File: config.mk
export PLATFORM = sky130hd
export DESIGN_NAME = sequence_window_tracker
export DESIGN_NICKNAME = d
export VERILOG_FILES = /design/src/swt_pkg.sv /design/src/sequence_window_tracker.sv /design/src/swt_ram.sv
export SDC_FILE = /design/constraint.sdc
export NUM_CORES = 2
export LEC_CHECK = 0
export BUFFER_PORTS_ARGS = -buffer_cell sky130_fd_sc_hd__buf_2
export CAP_MARGIN = 15
export CORE_ASPECT_RATIO = 0.6
export CORE_MARGIN = 3
export CORE_UTILIZATION = 50
export DETAILED_ROUTE_END_ITERATION = 12
export MAX_ROUTING_LAYER = met4
export PLACE_DENSITY_LB_ADDON = 0.12
export RECOVER_POWER = 25
export REMOVE_ABC_BUFFERS = 1
export SYNTH_ARGS = -nofsm -noshare
export SYNTH_HDL_FRONTEND = slang
export SYNTH_SLANG_ARGS = --single-unit
File: constraint.sdc
create_clock -name clk -period 56.6 [get_ports clk]
set_clock_uncertainty 0.2 [all_clocks]
set_input_delay 11.32 -clock clk [delete_from_list [all_inputs] [get_ports clk]]
set_output_delay 11.32 -clock clk [all_outputs]
set_load 0.01 [all_outputs]
File: src/swt_pkg.sv
// Shared types, constants and helper functions for the sequence window tracker.
// Depends on nothing; imported by the tracker top level.
package swt_pkg;

	localparam int SID_W = 4;
	localparam int SEQ_W = 32;
	localparam int CNT_W = 32;
	localparam int OUTC_W = 3;

	localparam logic [CNT_W-1:0] CNT_MAX = '1;

	typedef enum logic [OUTC_W-1:0] {
		OUT_FIRST     = 3'd0,
		OUT_ADVANCED  = 3'd1,
		OUT_LATE_FILL = 3'd2,
		OUT_DUPLICATE = 3'd3,
		OUT_BEYOND    = 3'd4
	} outcome_t;

	typedef logic [CNT_W-1:0] cnt_t;

	function automatic cnt_t sat_inc(input cnt_t v);
		return (v == CNT_MAX) ? v : v + 1'b1;
	endfunction

	function automatic cnt_t sat_add(input cnt_t a, input cnt_t b);
		logic [CNT_W:0] sum;
		sum = {1'b0, a} + {1'b0, b};
		return sum[CNT_W] ? CNT_MAX : sum[CNT_W-1:0];
	endfunction

endpackage

File: src/sequence_window_tracker.sv
// Sequence window tracker: per-stream receive window and loss counters.
// Depends on swt_pkg and swt_ram.
//
// Each request on the slave side is one received packet (stream id and sequence
// number); the block classifies it against that stream's sliding receive window
// and returns one result with the stream's updated counters and the global
// duplicate and out-of-order totals. For each packet the state row is read from
// the per-stream memory, evaluated, then updated and written back, and no new
// packet is taken until that read-evaluate-write sequence on the single state
// memory is done. A stalled result holds the update stage, and the next packet
// is taken while a result waits. Packets whose stream id is not below
// NUM_STREAMS are consumed without leaving the idle state and produce no result.
// Per-stream valid bits in flip-flops make every stream read as zero after
// reset, so there is no clearing pass.
module sequence_window_tracker #(
	parameter int NUM_STREAMS = 16,
	parameter int WINDOW_BITS = 64
) (
	input  logic         clk,
	input  logic         arst_n,
	input  logic         s_tvalid,
	output logic         s_tready,
	input  logic [39:0]  s_tdata,   // stream_num[3:0], seq_number[35:4], zero pad
	output logic         m_tvalid,
	input  logic         m_tready,
	output logic [199:0] m_tdata    // stream_echo[3:0], outcome[6:4],
	                                // stream_missing[38:7], stream_received[70:39],
	                                // stream_dups[102:71], stream_late[134:103],
	                                // total_dups[166:135], total_late[198:167], pad
);

	import swt_pkg::*;

	localparam int AW     = (NUM_STREAMS > 1) ? $clog2(NUM_STREAMS) : 1;
	localparam int IDXW   = $clog2(WINDOW_BITS);
	localparam int ROW_W  = WINDOW_BITS + 5 * CNT_W;
	localparam int HI_LO  = WINDOW_BITS;
	localparam int MIS_LO = WINDOW_BITS + CNT_W;
	localparam int RCV_LO = WINDOW_BITS + 2 * CNT_W;
	localparam int DUP_LO = WINDOW_BITS + 3 * CNT_W;
	localparam int LAT_LO = WINDOW_BITS + 4 * CNT_W;

	typedef enum logic [1:0] {
		ST_IDLE,
		ST_EVAL,
		ST_UPD
	} state_t;

	state_t state_q;

	// Input unpacking.
	logic [SID_W-1:0] in_sid;
	logic [SEQ_W-1:0] in_seq;
	logic             in_range;
	logic [AW-1:0]    in_addr;
	logic             accept;

	assign in_sid   = s_tdata[3:0];
	assign in_seq   = s_tdata[35:4];
	assign in_range = 9'(in_sid) < 9'(NUM_STREAMS);
	assign in_addr  = AW'(in_sid);
	assign s_tready = (state_q == ST_IDLE);
	assign accept   = s_tvalid && s_tready;

	// Request captured at accept.
	logic [SID_W-1:0] sid_s1;
	logic [SEQ_W-1:0] seq_s1;
	logic [AW-1:0]    addr_s1;
	logic             seen_s1;

	// Evaluation results.
	outcome_t         outc_s2;
	logic             wide_s2;
	logic [IDXW-1:0]  idx_s2;
	cnt_t             gap_s2;

	logic [NUM_STREAMS-1:0] seen_q;
	cnt_t                   dup_total_q;
	cnt_t                   late_total_q;

	// State memory.
	logic             ram_we;
	logic [ROW_W-1:0] ram_wdata;
	logic [ROW_W-1:0] ram_rdata;

	swt_ram #(
		.WIDTH (ROW_W),
		.DEPTH (NUM_STREAMS)
	) u_row_ram (
		.clk   (clk),
		.we    (ram_we),
		.waddr (addr_s1),
		.wdata (ram_wdata),
		.re    (accept && in_range),
		.raddr (in_addr),
		.rdata (ram_rdata)
	);

	// A stream never written reads as all zero.
	logic [ROW_W-1:0]       row;
	logic [WINDOW_BITS-1:0] win;
	logic [SEQ_W-1:0]       hi;
	cnt_t                   mis, rcv, dup, lat;

	assign row = seen_s1 ? ram_rdata : '0;
	assign win = row[WINDOW_BITS-1:0];
	assign hi  = row[HI_LO +: SEQ_W];
	assign mis = row[MIS_LO +: CNT_W];
	assign rcv = row[RCV_LO +: CNT_W];
	assign dup = row[DUP_LO +: CNT_W];
	assign lat = row[LAT_LO +: CNT_W];

	// Evaluate stage: classify the packet against the window.
	logic [SEQ_W-1:0] d_up, d_dn;
	outcome_t         ev_outc;
	logic             ev_wide;
	logic [IDXW-1:0]  ev_idx;

	assign d_up = seq_s1 - hi;
	assign d_dn = hi - seq_s1;

	always_comb begin
		ev_outc = OUT_FIRST;
		ev_wide = 1'b0;
		ev_idx  = d_dn[IDXW-1:0];
		if (!seen_s1) begin
			ev_outc = OUT_FIRST;
		end else if (seq_s1 > hi) begin
			ev_outc = OUT_ADVANCED;
			ev_wide = d_up >= SEQ_W'(WINDOW_BITS);
			ev_idx  = d_up[IDXW-1:0];
		end else if (d_dn >= SEQ_W'(WINDOW_BITS)) begin
			ev_outc = OUT_BEYOND;
		end else if (win[d_dn[IDXW-1:0]]) begin
			ev_outc = OUT_DUPLICATE;
		end else begin
			ev_outc = OUT_LATE_FILL;
		end
	end

	// Update stage: new row and result.
	logic [WINDOW_BITS-1:0] n_win;
	logic [SEQ_W-1:0]       n_hi;
	cnt_t                   n_mis, n_rcv, n_dup, n_lat, n_dtot, n_ltot;
	logic                   out_free;
	logic                   commit;

	always_comb begin
		n_win  = win;
		n_hi   = hi;
		n_mis  = mis;
		n_rcv  = sat_inc(rcv);
		n_dup  = dup;
		n_lat  = lat;
		n_dtot = dup_total_q;
		n_ltot = late_total_q;
		case (outc_s2)
			OUT_FIRST: begin
				n_hi  = seq_s1;
				n_win = WINDOW_BITS'(1);
				n_mis = seq_s1;
			end
			OUT_ADVANCED: begin
				n_hi  = seq_s1;
				n_mis = sat_add(mis, gap_s2);
				n_win = wide_s2 ? WINDOW_BITS'(1) : ((win << idx_s2) | WINDOW_BITS'(1));
			end
			OUT_LATE_FILL: begin
				n_win  = win | (WINDOW_BITS'(1) << idx_s2);
				n_lat  = sat_inc(lat);
				n_ltot = sat_inc(late_total_q);
				n_mis  = (mis != '0) ? mis - 1'b1 : mis;
			end
			OUT_DUPLICATE: begin
				n_dup  = sat_inc(dup);
				n_dtot = sat_inc(dup_total_q);
			end
			OUT_BEYOND: begin
				n_lat  = sat_inc(lat);
				n_ltot = sat_inc(late_total_q);
			end
			default: begin
				n_win = win;
			end
		endcase
	end

	assign ram_wdata = {n_lat, n_dup, n_rcv, n_mis, n_hi, n_win};
	assign out_free  = !m_tvalid || m_tready;
	assign commit    = (state_q == ST_UPD) && out_free;
	assign ram_we    = commit;

	always_ff @(posedge clk or negedge arst_n) begin
		if (!arst_n) begin
			state_q      <= ST_IDLE;
			m_tvalid     <= 1'b0;
			seen_q       <= '0;
			dup_total_q  <= '0;
			late_total_q <= '0;
		end else begin
			m_tvalid <= commit || (m_tvalid && !m_tready);
			case (state_q)
				ST_IDLE: begin
					if (accept && in_range) begin
						state_q <= ST_EVAL;
					end
				end
				ST_EVAL: begin
					state_q <= ST_UPD;
				end
				ST_UPD: begin
					if (out_free) begin
						state_q          <= ST_IDLE;
						seen_q[addr_s1]  <= 1'b1;
						dup_total_q      <= n_dtot;
						late_total_q     <= n_ltot;
					end
				end
				default: begin
					state_q <= ST_IDLE;
				end
			endcase
		end
	end

	// Payload registers.
	always_ff @(posedge clk) begin
		if (accept) begin
			sid_s1  <= in_sid;
			seq_s1  <= in_seq;
			addr_s1 <= in_addr;
			seen_s1 <= seen_q[in_addr];
		end
		if (state_q == ST_EVAL) begin
			outc_s2 <= ev_outc;
			wide_s2 <= ev_wide;
			idx_s2  <= ev_idx;
			gap_s2  <= d_up - 1'b1;
		end
		if (commit) begin
			m_tdata <= {1'b0, n_ltot, n_dtot, n_lat, n_dup, n_rcv, n_mis, outc_s2, sid_s1};
		end
	end

	// A result that cannot leave keeps the update stage and its write back.
	assert property (@(posedge clk) disable iff (!arst_n)
		(state_q == ST_UPD) && !out_free |-> !ram_we ##1 (state_q == ST_UPD))
		else $error("update stage left while the result register was busy");

	// Every write back presents a result in the next cycle.
	assert property (@(posedge clk) disable iff (!arst_n)
		commit |=> m_tvalid)
		else $error("state written back without a result");

	// A written stream is marked as seen.
	assert property (@(posedge clk) disable iff (!arst_n)
		ram_we |=> seen_q[$past(addr_s1)])
		else $error("stream written but not marked seen");

	// Totals change only in the update stage; they never decrease.
	assert property (@(posedge clk) disable iff (!arst_n)
		state_q != ST_UPD |=> (dup_total_q == $past(dup_total_q))
		&& (late_total_q == $past(late_total_q)))
		else $error("totals changed outside the update stage");

	// No new request is taken before the current one is written back.
	assert property (@(posedge clk) disable iff (!arst_n)
		(state_q == ST_EVAL) |-> !s_tready)
		else $error("request accepted during evaluation");

endmodule

File: src/swt_ram.sv
// Generic single-port-write, single-port-read RAM with a registered read.
// Depends on nothing.
module swt_ram #(
	parameter int WIDTH = 8,
	parameter int DEPTH = 16
) (
	input  logic                                    clk,
	input  logic                                    we,
	input  logic [(DEPTH > 1 ? $clog2(DEPTH) : 1)-1:0] waddr,
	input  logic [WIDTH-1:0]                        wdata,
	input  logic                                    re,
	input  logic [(DEPTH > 1 ? $clog2(DEPTH) : 1)-1:0] raddr,
	output logic [WIDTH-1:0]                        rdata
);

	logic [WIDTH-1:0] mem_q [DEPTH];
	logic [WIDTH-1:0] rdata_q;

	always_ff @(posedge clk) begin
		if (we) begin
			mem_q[waddr] <= wdata;
		end
		if (re) begin
			rdata_q <= mem_q[raddr];
		end
	end

	assign rdata = rdata_q;

endmodule
==> impl_metrics.sql <==
INSERT INTO impl_metrics (metric_group, metric, value, unit) VALUES
('logic_synthesis', 'ys_ff_latch', '4169', ''),
('routing', 'wirelength', '450000', 'um'),
('worst_setup_path', 'r2r.worst_path.cells', '10', ''),
('timing', 'tightestPinTransition', '6.62', 'ns'),
('logic_synthesis', 'synthFlopType', 'sky130_fd_sc_hd__edfxtp_1', ''),
('die', 'placeableCoreArea', '0.338', 'mm^2'),
('timing', 'setup_viol', '0', ''),
('routing', 'drt-initial-drc-count', '11000', ''),
('timing', 'rsz_0062_raised_after_global_routing', 'no', ''),
('logic_synthesis', 'top_count_cell_post_synth', 'sky130_fd_sc_hd__edfxtp_1', ''),
('routing', 'route.antenna.remaining_nets', '0', ''),
('place', 'post-dp-hpwl', '259000', 'um'),
('pwr', 'p_leak', '61.0', 'nW'),
('clock_network', 'clk_root_buffer_cell', 'sky130_fd_sc_hd__clkbuf_16', ''),
('pwr', 'power.share.clock', '33.5', '%'),
('timing', 'finalCriticalPeriod', '17.69', 'ns'),
('run', 'max-cap-violations', '12', ''),
('pwr', 'seq_power_share', '50.7', '%'),
('global_routing', 'grt_max_degree', '128', ''),
('clock_network', 'clock_tree.buffer_depth', '4', ''),
('worst_setup_path', 'worst-r2r-setup-slack', '43.26', 'ns'),
('clock_network', 'tritoncts', 'done', ''),
('global_routing', 'overall_overflow_remaining_after_global_route', '0', ''),
('pwr', 'power.share.switching', '27.1', '%'),
('worst_setup_path', 'cp.required', '57.06', 'ns'),
('clock_network', 'cts_inserted_buffers', '377', ''),
('layout', 'layout_cells_sized_above_1', '24.2', '%'),
('outcome', 'violated_checks', 'max-capacitance violations, max-slew violations', ''),
('die', 'die_y', '458', 'um'),
('logic_synthesis', 'synth.cells.most_frequent', 'sky130_fd_sc_hd__edfxtp_1, sky130_fd_sc_hd__mux4_2, sky130_fd_sc_hd__nand2_1, sky130_fd_sc_hd__clkbuf_1, sky130_fd_sc_hd__nor2_1', ''),
('logic_synthesis', 'ys_types', '96', ''),
('logic_synthesis', 'synth_async_sr_flop_share', '1.99', '%'),
('place', 'dp_slack', '37.54', 'ns'),
('pwr', 'intPower', '0.00546', 'W'),
('die', 'starting_utilization_of_the_core_area', '50.4', '%'),
('worst_setup_path', 'critical_path.startpoint_type', 'input pin', ''),
('global_routing', 'grt_first_pass_wirelength', '649000', 'um'),
('routing', 'drtPass1Iterations', '7', ''),
('place', 'numPortBuffers', '240', ''),
('clock_network', 'htree_levels', '5', ''),
('timing', 'slew_violations', '473', ''),
('worst_setup_path', 'worstSetupStartpoint', 's_tdata[0]', ''),
('die', 'std_cell_rows', '165', ''),
('worst_setup_path', 'arrival', '18.15', 'ns'),
('logic_synthesis', 'synth.largest_area_cell', 'sky130_fd_sc_hd__edfxtp_1', ''),
('timing', 'tns', '0', 'ns'),
('worst_setup_path', 'worstReg2RegEnd', 'u_row_ram.mem_q[0][57]', ''),
('logic_synthesis', 'synthDominantCellAreaShare', '72.1', '%'),
('worst_setup_path', 'crit-reg2reg-launch', 'seen_s1', ''),
('outcome', 'status', 'complete, but fails checks', ''),
('routing', 'route.detailed.drc', '0', ''),
('timing', 'max-slew-margin-rel', '-341', '%'),
('global_routing', 'groute.usage.overall', '26.5', '%'),
('pwr', 'irDropWorstVdd', '0.0289', 'mV'),
('worst_setup_path', 'path_max_fanout', '92', ''),
('timing', 'final.setup.worst_slack', '38.91', 'ns'),
('logic_synthesis', 'synthesis.area', '0.170', 'mm^2'),
('die', 'ios', '246', ''),
('clock_network', 'clk_latency', '0.94', 'ns'),
('pwr', 'power.density_cell_area', '39.5', 'mW/mm^2'),
('routing', 'viasPerCell', '6.36', ''),
('clock_network', 'cts_sinks', '4169', ''),
('timing', 'finalHoldViolCount', '0', ''),
('worst_setup_path', 'worstSetupEndpointType', 'register', ''),
('logic_synthesis', 'synth_sequential_area_ratio', '73.3', '%'),
('clock_network', 'cts_post_setup_buffers_inserted', '0', ''),
('logic_synthesis', 'syn_inst', '8648', ''),
('routing', 'via_count', '88900', ''),
('clock_network', 'postCtsResizedCells', '0', ''),
('pwr', 'share_comb_of_total_power', '15.8', '%'),
('timing', 'max_freq', '0.0565', 'GHz');
[sequential cells by signal, indices dropped and copies added (netlist names), 6 cells and up]
| name | cells |
|---|---|
| late_total_q | 32 |
| m_tdata | 199 |
| seq_s1 | 32 |
| idx_s2 | 6 |
| u_row_ram.rdata | 224 |
| seen_q | 16 |
| u_row_ram.mem_q | 3584 |
| dup_total_q | 32 |
| gap_s2 | 32 |
[cells by family (layout without fill, tap and decap cells)]
logic type / count (synthesis) / count (layout) / synth area share, %
AOI/OAI and AO/OA: 872 / 872 / 3.15
xor gates and xnor gates: 314 / 314 / 1.62
adders and majority gates: 106 / 106 / 0.792
buffers and inverters: 598 / 1410 / 1.34
DFF: 4169 / 4169 / 73.3
muxes: 1288 / 1288 / 16.2
other: 1 / 8 / 0.00220
and+or+nand+nor: 1300 / 1300 / 3.57
[through the flow]
step	total power, W	instances	hold WS [ns]	utilization (%)
3_5_place_dp	0.00502	13200	0.252	52.6
5_1_grt	0.00776	14000	0.290	56.2
3_3_place_gp	0.00500	13200	0.247	52.6
6_report	0.00749	14000	0.272	56.2
2_1_floorplan	0.00453	8184	0.234	-
4_1_cts	0.00753	13900	0.268	56.1
[critical path, cell delays in order]
cell	delay (ns)
sky130_fd_sc_hd__buf_12	0.50
sky130_fd_sc_hd__buf_4	0.65
sky130_fd_sc_hd__buf_4	0.62
sky130_fd_sc_hd__buf_4	0.64
sky130_fd_sc_hd__buf_4	0.74
sky130_fd_sc_hd__buf_12	0.66
sky130_fd_sc_hd__buf_4	0.87
sky130_fd_sc_hd__buf_4	0.72
sky130_fd_sc_hd__mux4_2	0.62
sky130_fd_sc_hd__mux4_2	0.48
[routing by layer]
layer / global-route usage [%] / wire length (um) / vias up
li1: - / - / 36500
met1: 41.7 / 207000 / 47800
met2: 37.4 / 199000 / 3960
met3: 4.32 / 36900 / 568
met4: 4.66 / 7680 / 0
met5: - / 0 / -
[layout by cell type (no fill, tap or decap), types with 30 or more instances in the layout]
cell / n
sky130_fd_sc_hd__inv_1: 128
sky130_fd_sc_hd__mux2i_1: 81
sky130_fd_sc_hd__nand2_1: 465
sky130_fd_sc_hd__xor2_1: 151
sky130_fd_sc_hd__nor3_1: 46
sky130_fd_sc_hd__xnor2_1: 161
sky130_fd_sc_hd__bufinv_16: 30
sky130_fd_sc_hd__buf_4: 209
sky130_fd_sc_hd__nor2_1: 301
sky130_fd_sc_hd__a21oi_1: 227
sky130_fd_sc_hd__clkinv_2: 89
sky130_fd_sc_hd__mux4_2: 1173
sky130_fd_sc_hd__nand3_1: 146
sky130_fd_sc_hd__or3_1: 30
sky130_fd_sc_hd__clkinv_1: 74
sky130_fd_sc_hd__buf_2: 235
sky130_fd_sc_hd__nand4_1: 66
sky130_fd_sc_hd__and2_1: 33
sky130_fd_sc_hd__dfrtp_1: 83
sky130_fd_sc_hd__o22ai_1: 34
sky130_fd_sc_hd__clkbuf_16: 383
sky130_fd_sc_hd__and3_1: 33
sky130_fd_sc_hd__edfxtp_1: 4086
sky130_fd_sc_hd__a22oi_1: 41
sky130_fd_sc_hd__a211oi_1: 34
sky130_fd_sc_hd__ha_1: 103
sky130_fd_sc_hd__o21ai_0: 279
sky130_fd_sc_hd__a21o_1: 43
sky130_fd_sc_hd__clkbuf_1: 193
[power groups by stage]
stage | clock network, W | logic (W) | registers, W
final | 0.00251 | 0.00118 | 0.00379
after global routing | 0.00269 | 0.00127 | 0.00380
after CTS | 0.00256 | 0.00117 | 0.00379
after detailed placement | 0 | 0.00116 | 0.00386
after global placement | 0 | 0.00114 | 0.00385
after floorplan | 0 | 0.000644 | 0.00388
[final cells by class]
| cell class | count | area (um^2) |
|---|---|---|
| multi-input cells | 3881 | 43300 |
| inverters | 134 | 513 |
| repair buffers | 588 | 3580 |
| fillers | 25300 | 148000 |
| clock inverters | 235 | 2100 |
| flip-flops and latches | 4169 | 125000 |
| clock buffers | 453 | 9860 |
| well taps | 4509 | 5640 |
| diodes | 7 | 17.5 |
[worst min-delay path by stage]
stage	start	endpoint	slack, ns	cells past startpoint
6_report	seen_q[5]	seen_q[5]	0.27	1
5_1_grt	seen_q[3]	seen_q[3]	0.29	1
4_1_cts	seen_q[12]	seen_q[12]	0.27	1
3_5_place_dp	seen_q[5]	seen_q[5]	0.25	1
3_3_place_gp	seen_q[14]	seen_q[14]	0.25	1
2_1_floorplan	seen_q[10]	seen_q[10]	0.23	1
No activity file was read; power rests on OpenSTA's default activity.
